`src/neighbor_median_filtered_top_assert.svh`:
```
// Assertion macros for the neighbor median filter
`ifndef NEIGHBOR_MEDIAN_FILTERED_TOP_ASSERT_SVH
`define NEIGHBOR_MEDIAN_FILTERED_TOP_ASSERT_SVH

// Check an implication on every clock edge outside reset
`define NMF_ASSERT_IMP(label, clk, rst_n, ante, cons, msg) \
    label: assert property (@(posedge clk) disable iff (!rst_n) (ante) |-> (cons)) \
        else $error(msg);

// Check an implication in the next cycle
`define NMF_ASSERT_NEXT(label, clk, rst_n, ante, cons, msg) \
    label: assert property (@(posedge clk) disable iff (!rst_n) (ante) |=> (cons)) \
        else $error(msg);

`endif

```
`src/nmf_pkg.sv`:
```
// Package: constants, types and register codes for the neighbor median filter
`default_nettype none
package nmf_pkg;
    localparam int MAX_NEIGHBORS_DEF = 64;
    localparam int VALUE_BITS_DEF    = 32;
    localparam int FRACTION_BITS_DEF = 16;
    localparam int INDEX_BITS        = 21;
    localparam int PADDR_BITS        = 2;
    localparam logic [INDEX_BITS-1:0] CELL_COUNT_RESET = 21'd1048576;
    localparam logic [PADDR_BITS-1:0] REG_CELL_COUNT   = 2'd0;

    typedef enum logic [1:0] {
        ST_COLLECT,
        ST_MID,
        ST_RESULT
    } t_back_state;
endpackage
`default_nettype wire

```
`src/nmf_front.sv`:
```
// Front: accept neighbor beats, qualify them and queue {keep, last, value}
`default_nettype none
module nmf_front
    import nmf_pkg::*;
#(
    parameter int VALUE_BITS = VALUE_BITS_DEF
) (
    input  wire logic                  i_clk,
    input  wire logic                  i_rst_n,
    input  wire logic [INDEX_BITS-1:0] i_cell_count,
    input  wire logic                  i_valid,
    output logic                       o_ready,
    input  wire logic [INDEX_BITS-1:0] i_index,
    input  wire logic                  i_present,
    input  wire logic [VALUE_BITS-1:0] i_value,
    input  wire logic                  i_finite,
    input  wire logic                  i_last,
    output logic                       o_valid,
    input  wire logic                  i_ready,
    output logic [VALUE_BITS+1:0]      o_data
);
    localparam int DEPTH = 4;
    logic [VALUE_BITS+1:0] r_q [DEPTH];
    logic [1:0] r_wp, r_rp;
    logic [2:0] r_cnt;
    logic       keep, push, pop;

    assign keep    = i_present && i_finite && (i_index != '0) && (i_index <= i_cell_count);
    assign o_ready = (r_cnt != 3'(DEPTH));
    assign push    = i_valid && o_ready;
    assign o_valid = (r_cnt != '0);
    assign pop     = o_valid && i_ready;
    assign o_data  = r_q[r_rp];

    always_ff @(posedge i_clk) begin
        if (push) begin
            r_q[r_wp] <= {keep, i_last, i_value};
        end
    end

    always_ff @(posedge i_clk) begin
        if (!i_rst_n) begin
            r_wp  <= '0;
            r_rp  <= '0;
            r_cnt <= '0;
        end else begin
            if (push) r_wp <= r_wp + 2'd1;
            if (pop)  r_rp <= r_rp + 2'd1;
            r_cnt <= r_cnt + 3'(push) - 3'(pop);
        end
    end
endmodule
`default_nettype wire

```
`config.mk`:
```
export PLATFORM = sky130hd
export DESIGN_NAME = nmf_front
export DESIGN_NICKNAME = d
export VERILOG_FILES = /design/src/neighbor_median_filtered_top_assert.svh /design/src/nmf_pkg.sv /design/src/nmf_front.sv
export SDC_FILE = /design/constraint.sdc
export NUM_CORES = 1
export LEC_CHECK = 0
export BUFFER_PORTS_ARGS = -buffer_cell sky130_fd_sc_hd__buf_2
export CAP_MARGIN = 20
export CORE_ASPECT_RATIO = 2
export CORE_MARGIN = 5
export CORE_UTILIZATION = 59
export CTS_BUF_LIST = sky130_fd_sc_hd__clkbuf_16
export DETAILED_ROUTE_END_ITERATION = 8
export HOLD_SLACK_MARGIN = 0.06
export PLACE_DENSITY_LB_ADDON = 0.1
export SETUP_SLACK_MARGIN = 0.3
export SLEW_MARGIN = 20
export SYNTH_ARGS = -nofsm -noshare
export SYNTH_HDL_FRONTEND = slang
export SYNTH_SLANG_ARGS = --single-unit
```
`constraint.sdc`:
```
create_clock -name i_clk -period 4.62 [get_ports i_clk]
set_clock_uncertainty 0.2 [all_clocks]
set_input_delay 0.231 -clock i_clk [delete_from_list [all_inputs] [get_ports i_clk]]
set_output_delay 0.231 -clock i_clk [all_outputs]
set_load 0.02 [all_outputs]
```
==> results of run 1 <==
==> synth_stat cells <==
library cell / n / share of area [%]
sky130_fd_sc_hd__nand3_1: 3 / 0.25
sky130_fd_sc_hd__inv_1: 27 / 1.7
sky130_fd_sc_hd__nor3_1: 3 / 0.25
sky130_fd_sc_hd__and4_1: 4 / 0.59
sky130_fd_sc_hd__nor4_1: 3 / 0.32
sky130_fd_sc_hd__ha_1: 27 / 5.7
sky130_fd_sc_hd__a21boi_0: 1 / 0.13
sky130_fd_sc_hd__o211ai_1: 1 / 0.13
sky130_fd_sc_hd__or4_1: 2 / 0.25
sky130_fd_sc_hd__xor2_1: 1 / 0.15
sky130_fd_sc_hd__a21oi_1: 8 / 0.68
sky130_fd_sc_hd__nand4_1: 2 / 0.21
sky130_fd_sc_hd__mux4_2: 34 / 13
sky130_fd_sc_hd__o21ai_0: 3 / 0.25
sky130_fd_sc_hd__nand2_1: 10 / 0.63
sky130_fd_sc_hd__edfxtp_1: 136 / 69
sky130_fd_sc_hd__nor2_1: 4 / 0.25
sky130_fd_sc_hd__buf_2: 4 / 0.34
sky130_fd_sc_hd__a21o_1: 1 / 0.13
sky130_fd_sc_hd__xnor2_1: 4 / 0.59
sky130_fd_sc_hd__nor2b_1: 1 / 0.11
sky130_fd_sc_hd__and2_1: 9 / 0.95
sky130_fd_sc_hd__a221oi_1: 1 / 0.15
sky130_fd_sc_hd__or3_1: 1 / 0.11
sky130_fd_sc_hd__and3_1: 4 / 0.42
sky130_fd_sc_hd__fa_1: 1 / 0.34
sky130_fd_sc_hd__clkbuf_1: 4 / 0.25
sky130_fd_sc_hd__dfxtp_1: 9 / 3.0
sky130_fd_sc_hd__a211oi_1: 2 / 0.25
==> power by group through the flow <==
stage	clock [mW]	sequential [mW]	combinational (mW)
floorplan	0	1.66	0.683
global placement	0	1.74	0.886
detailed placement	0	1.74	0.898
CTS	1.30	1.72	0.926
global route	1.37	1.73	0.986
finish	1.28	1.71	0.911
==> worst max path at each step <==
| stage | start | to | slack (ns) | cells past startpoint |
|---|---|---|---|---|
| global route | flip-flop | o_data[24] | 1.57 | 3 |
| finish | flip-flop | o_data[30] | 1.80 | 3 |
| CTS | flip-flop | o_data[30] | 1.68 | 3 |
| floorplan | r_cnt[1]$_SDFF_PN0_ | r_cnt[2]$_SDFF_PN0_ | 2.07 | 9 |
| global placement | flip-flop | o_data[30] | 2.12 | 3 |
| detailed placement | flip-flop | o_data[30] | 2.12 | 3 |
==> logic make-up (layout without fill, tap and decap cells) <==
family,after synthesis,count (layout)
and+or+nand+nor,46,46
AOI/OAI and AO/OA,17,17
xor gates and xnor gates,5,5
muxes,34,34
DFF,145,145
adders and majority gates,28,28
buffers and inverters,35,212
==> cell type report <==
class,count,area [um^2],area share [%]
inverter,27,101.3,1.336
clock buffer,17,425.4,5.610
clock inverter,15,145.1,1.914
tap,132,165.2,2.178
timing repair buffer,153,948.4,12.51
multi-input combinational,130,1531,20.19
sequential,145,4267,56.26
==> worst max-delay path: cells and delay by family (launching register included) <==
family / cells / cell delay (ns)
mux: 1 / 0.55
flops: 1 / 0.84
buf+inv: 2 / 0.59
==> registers in the layout, summed over array words and instances (netlist names), named ones only <==
signal / cells
r_q: 136
r_cnt: 3
r_rp: 2
r_wp: 2
==> per-layer routing <==
metal  global-route usage, %  routed length, um
met1                   21.66               3933
met2                   33.77               5919
met3                   6.568                574
met4                   7.276                249
met5                       0                  0
==> placed cells by master, fill, tap and decap left out, types with 3 or more instances in the layout <==
master                          synthesis  final
sky130_fd_sc_hd__edfxtp_1             136    136
sky130_fd_sc_hd__buf_2                  4    116
sky130_fd_sc_hd__dlygate4sd3_1          0     36
sky130_fd_sc_hd__mux4_2                34     34
sky130_fd_sc_hd__inv_1                 27     27
sky130_fd_sc_hd__ha_1                  27     27
sky130_fd_sc_hd__clkbuf_16              0     17
sky130_fd_sc_hd__nand2_1               10     10
sky130_fd_sc_hd__and2_1                 9      9
sky130_fd_sc_hd__a21oi_1                8      8
sky130_fd_sc_hd__dfxtp_1                9      7
sky130_fd_sc_hd__clkinv_2               0      5
sky130_fd_sc_hd__nor2_1                 4      4
sky130_fd_sc_hd__and3_2                 0      4
sky130_fd_sc_hd__and4_1                 4      4
sky130_fd_sc_hd__xnor2_1                4      4
sky130_fd_sc_hd__clkinvlp_4             0      4
sky130_fd_sc_hd__nand3_1                3      3
sky130_fd_sc_hd__nor4_1                 3      3
sky130_fd_sc_hd__nor3_1                 3      3
sky130_fd_sc_hd__o21ai_0                3      3
sky130_fd_sc_hd__clkinv_4               0      3
==> metrics by stage <==
stage | power, mW | cells | hold WS (ns) | setup WS [ns] | cell area, um^2
5_1_grt | 4.093 | 619 | 0.1093 | 1.571 | 7584
6_report | 3.903 | 619 | 0.09010 | 1.795 | 7584
3_5_place_dp | 2.642 | 551 | 0.2481 | 2.125 | 6653
4_1_cts | 3.944 | 619 | 0.07718 | 1.677 | 7584
2_1_floorplan | 2.344 | 310 | 0.1299 | 2.066 | 5927
3_3_place_gp | 2.622 | 551 | 0.2399 | 2.124 | 6653
==> results.md, run 1 <==
- Status: completed
- Proportion of layout cells with a drive suffix above 1: 38.60%
- Total Routed Length: 10680 um
- Slowest cell on crit path: sky130_fd_sc_hd__dfxtp_2
- Critical R2R Launch: r_cnt[1]$_SDFF_PN0_
- Register area share after synthesis: 71.94%
- Simple-gate share of the synthesized area: 4.349%
- Count of buffers inserted at the top-level ports: 116
- Largest net degree at the start of global routing: 35
- Area share of fa/ha/maj cells after synthesis: 6.038%
- Signed area change from the synthesized netlist to the final layout: 27.95%
- Count of state elements after synthesis: 145
- Setup CP Type: flip-flop to primary output
- XOR/XNOR Fraction of Synth Area: 0.7389%
- Final-report max-slew violation count: 0
- HP Start: i_valid
- Core region area: between 9000 and 10000 um^2
- Antenna violations before repair: 0
- GRT Util Overall: 19.39%
- Part of the power in registers: 43.9%
- Hold Path Cell Cnt: 4
- RSZ-0062 raised after global routing: false
- Starting DRT DRC Count: 177
- Number of max-capacitance violations reported: 0
- Insertion delay to the later sink of the worst-skew pair: approximately 0.40 ns
- DRC violation count after routing: 0
- H-Tree Level Count: 4
- Reg2Reg Setup Slack: 2.11 ns
- Power Density: 514.7 nW/um^2
- Diode insertion count for antenna repair: 0
- Height of the die: 151.7 um
- Clock tree root buffer cell: sky130_fd_sc_hd__clkbuf_16
- Endpoint of the worst-slack reg-to-reg timing path: r_cnt[2]$_SDFF_PN0_
- Hpwl dp: about 6900 um
- Die span in x: 80.87 um
- Number of setup violations in the final report: 0
- Switching portion of total power: 27.73%
- Synthesized instance count: 310
- Min Clock Period, post-route: 2.825 ns
- Portion of netlist area occupied by mux cells: roughly 13%
- Warnings, synthesis: 0
- Total Die Area: between 10000 and 15000 um^2
- Leftover overflow at the end of global routing: 0
- CTS Hold Bufs: 36
- Synthesized-area fraction occupied by ao, oa, aoi and oai cells: approximately 1.7%
- Part of the power in the clock network: 32.8%
- Utilization after layout: just under 80%
- Number of distinct library cells after synthesis: 29
- Number of buffers on the longest clock path: 2
- Cell-by-cell listing of the critical path: buf_4 > mux4_2 > buf_2
- Data arrival time of the critical path: 2.39 ns
- Max IR drop VDD: 411.4 uV
- Number of global-route vias before repair: ~3600
- Slowest Stage Delay on Critical Path: 0.84 ns
- Count of standard-cell rows: 51
- Setup crit end kind: primary output
- Syn Nets: 419
- Max_slew headroom: 38.80%
- Number of buffers inserted by post-CTS setup repair: 0
- CP Launch Type: flip-flop
- Peak clock frequency supported by timing: 354.0 MHz
- Mean routed wirelength per cell: 17.25 um
- Depth of the most critical reg-to-reg path: 9
- CTS tree: done
- Global-route wire length before repair: 17220 um
- Part of the power in combinational logic: 23.3%
- Clock sink count: ~150
- Sum of negative setup slack: 0 ns
- Fin. Hold Viols: 0
- Number of vias in the routed layout: around 3300
- Num ports: 117
- Switching power total: 1.083 mW
- Total iterations of the first detailed-routing run: 6
- Post-Synthesis Mean Instance Area: between 15 and 20 um^2
- Number of cells upsized or downsized after cts: 0
- Clock Pin Slew Worst Setup and Hold Paths: 0.06 ns
- Main combinational cell family by area after synthesis: multiplexers
- Internal power of the cells: 2.821 mW
- Number of nets in the layout: 583
- Period Utilization, post-route: between 60% and 70%
- Highest net fanout along the worst path: 22
- Initial core utilization: between 60% and 70%
- Slew @ Worst Pin: 0.9181 ns
- Critical path required time: 4.19 ns
- End point of the most critical hold path: r_wp[1]$_SDFFE_PN0P_
- Worst min-delay path class: primary input to flip-flop
- Cell area after synthesis: 5927 um^2
- Num CTS Buffers: 17
- Leakage component of the power: between 2 and 3 nW
- Post-detailed-route count of antenna-violating nets: 0
- Final weighted congestion of routability-driven global placement: 0.8211
- Avg Vias per Cell: 5.410
- Number of fill cells in the layout: 592
Note: power is estimated with default switching activity, not from simulation.
==> inputs of run 2 (changes only) <==
--- a/config.mk
+++ b/config.mk
@@ -9,7 +9,7 @@
 export CAP_MARGIN = 20
 export CORE_ASPECT_RATIO = 2
 export CORE_MARGIN = 5
-export CORE_UTILIZATION = 59
+export CORE_UTILIZATION = 55
 export CTS_BUF_LIST = sky130_fd_sc_hd__clkbuf_16
 export DETAILED_ROUTE_END_ITERATION = 8
 export HOLD_SLACK_MARGIN = 0.06
==> constraint.sdc (replaced) <==
create_clock -name i_clk -period 2.6 [get_ports i_clk]
set_clock_uncertainty 0.2 [all_clocks]
set_input_delay 0.13 -clock i_clk [delete_from_list [all_inputs] [get_ports i_clk]]
set_output_delay 0.13 -clock i_clk [all_outputs]
set_load 0.02 [all_outputs]
==> results.md, run 2 (synthesized netlist as in run 1, its figures left out) <==
- Number of buffers inserted by post-CTS setup repair: 0
- Max IR drop VDD: roughly 830 uV
- Signed area change from the synthesized netlist to the final layout: 30.27%
- Number of standard cells in the final layout excluding fillers: 632
- Number of fill cells in the layout: 675
- Commonest non-fill, non-tap cell in the layout: sky130_fd_sc_hd__edfxtp_1
- Setup crit end kind: flip-flop
- Cell-by-cell listing of the critical path: or3_4 > and2_4 > ha_4 > inv_2 > ha_2 > fa_2 > xnor2_2 > xnor2_1 > and2_1
- Clock tree root buffer cell: sky130_fd_sc_hd__clkbuf_16
- Leakage component of the power: 2.930 nW
- Total Die Area: 13080 um^2
- Final-report max-slew violation count: 0
- Power Density: 912.8 nW/um^2
- Number of nets in the layout: 591
- Max_slew headroom: 63.44%
- DRC violation count after routing: 0
- Hpwl dp: between 7000 and 8000 um
- Highest-count cells in the layout ignoring fill and taps: sky130_fd_sc_hd__edfxtp_1, sky130_fd_sc_hd__buf_2, sky130_fd_sc_hd__dlygate4sd3_1
- Critical path required time: 2.69 ns
- Setup CP Type: flip-flop to flip-flop
- Number of vias in the routed layout: 3324
- Largest net degree at the start of global routing: 35
- Min setup slack post-route: roughly 0.22 ns
- Hold Path Cell Cnt: 5
- Leftover overflow at the end of global routing: 0
- Mean routed wirelength per cell: 17.54 um
- Number of global-route vias before repair: around 3700
- Total power after layout: 7.048 mW
- Total iterations of the first detailed-routing run: 4
- Height of the die: around 160 um
- Diode insertion count for antenna repair: 0
- Highest net fanout along the worst path: 3
- Sum of negative setup slack: 0 ns
- Post-detailed-route count of antenna-violating nets: 0
- Count of standard-cell rows: 53
- Multi-input gate area in the final layout: 1567 um^2
- Final weighted congestion of routability-driven global placement: 0.7628
- Starting DRT DRC Count: 148
- Status: completed
- Slew @ Worst Pin: 0.5434 ns
- CTS tree: done
- Count of buffers inserted at the top-level ports: 116
- Insertion delay to the later sink of the worst-skew pair: about 0.4 ns
- Num ports: 117
- Depth of the most critical reg-to-reg path: 9
- Slowest Stage Delay on Critical Path: 0.39 ns
- H-Tree Level Count: 4
- Clock sink count: 145
- Worst min-delay path class: primary input to flip-flop
- Worst slack at placement: 0.1976 ns
- Dpl cells: 562
- Initial core utilization: 56.21%
- Flip-flop count of the largest register after layout: 136
- Most flops, register: r_q
- Core region area: around 11000 um^2
- Number of setup violations in the final report: 0
- Data arrival time of the critical path: 2.48 ns
- Peak clock frequency supported by timing: between 400 and 500 MHz
- Largest registers ranked by flip-flop count: r_q x136, r_cnt x3
- Fin. Hold Viols: 0
- Period Utilization, post-route: approximately nine tenths
- Clock Pin Slew Worst Setup and Hold Paths: 0.06 ns
- RSZ-0062 raised after global routing: true
- Total Routed Length: 11090 um
- Antenna violations before repair: 0
- Utilization after layout: 73.23%
- Number of buffers on the longest clock path: 2
- Global-route wire length before repair: 17860 um
- Proportion of layout cells with a drive suffix above 1: 40.81%
- Avg Vias per Cell: around 5.3
- Die span in x: 83.41 um
- Min Clock Period, post-route: around 2.4 ns
- GRT Util Overall: 18.34%
- CP Launch Type: flip-flop
- Num CTS Buffers: 17
- Area of all sequential standard cells: 4272 um^2
- Number of max-capacitance violations reported: 0
- Slowest cell on crit path: sky130_fd_sc_hd__or3_4
## run 2: routing by layer
| metal | global-route usage, % | share of wire [%] | up-vias |
|---|---|---|---|
| met4 | 8.418 | 1.9 | 0 |
| met2 | 34.46 | 58 | 100 |
| met5 | 0 | 0 | - |
| met1 | 18.74 | 35 | 1636 |
| li1 | - | - | 1577 |
| met3 | 4.847 | 4.6 | 11 |
## run 2: path summary, 6_finish.rpt
| check | slack [ns] | startpoint | endpoint |
|---|---|---|---|
| worst min register to register | 0.33 | r_wp[1]$_SDFFE_PN0P_ | r_wp[1]$_SDFFE_PN0P_ |
| worst min-delay path | 0.13 | i_index[8] | r_q[2][33]$_DFFE_PP_ |
| worst max register to register | 0.22 | r_cnt[0]$_SDFF_PN0_ | r_cnt[2]$_SDFF_PN0_ |
| worst max-delay path | 0.22 | r_cnt[0]$_SDFF_PN0_ | r_cnt[2]$_SDFF_PN0_ |
## run 2: power breakdown
group | internal, mW | switching, mW
combinational | 0.841 | 0.958
sequential | 2.86 | 0.129
clock | 1.40 | 0.857
total | 5.10 | 1.94
## run 2: through the flow
stage / instance area (um^2) / hold WS (ns)
3_5_place_dp: 6764 / 0.1460
5_1_grt: 7721 / 0.1666
4_1_cts: 7719 / 0.1137
6_report: 7721 / 0.1291
2_1_floorplan: 5962 / 0.02887
3_3_place_gp: 6764 / 0.1400
## run 2: final cells by class
type	instances	share of cell area (%)
clock buffer	17	5.510
sequential	145	55.32
multi-input combinational	130	20.29
tap	137	2.220
inverter	27	1.313
timing repair buffer	161	13.45
clock inverter	15	1.896
## run 2: what timing repair did
item / CTS / global route
gates cloned: 0 / 0
resized for setup: 1 / 1
setup endpoints to repair: 19 / 1
pin swaps: 1 / 0
hold endpoints to repair: 145 / 0
hold buffers: 38 / 0
## run 2: worst max-delay path, delay by kind of cell (launching register included)
kind	cells	cell delay (ns)
buffers and inverters	1	0.03
flip-flops	1	0.33
AND/OR/NAND/NOR	3	0.69
XOR/XNOR	2	0.27
adder cells (fa/ha/maj)	3	0.78
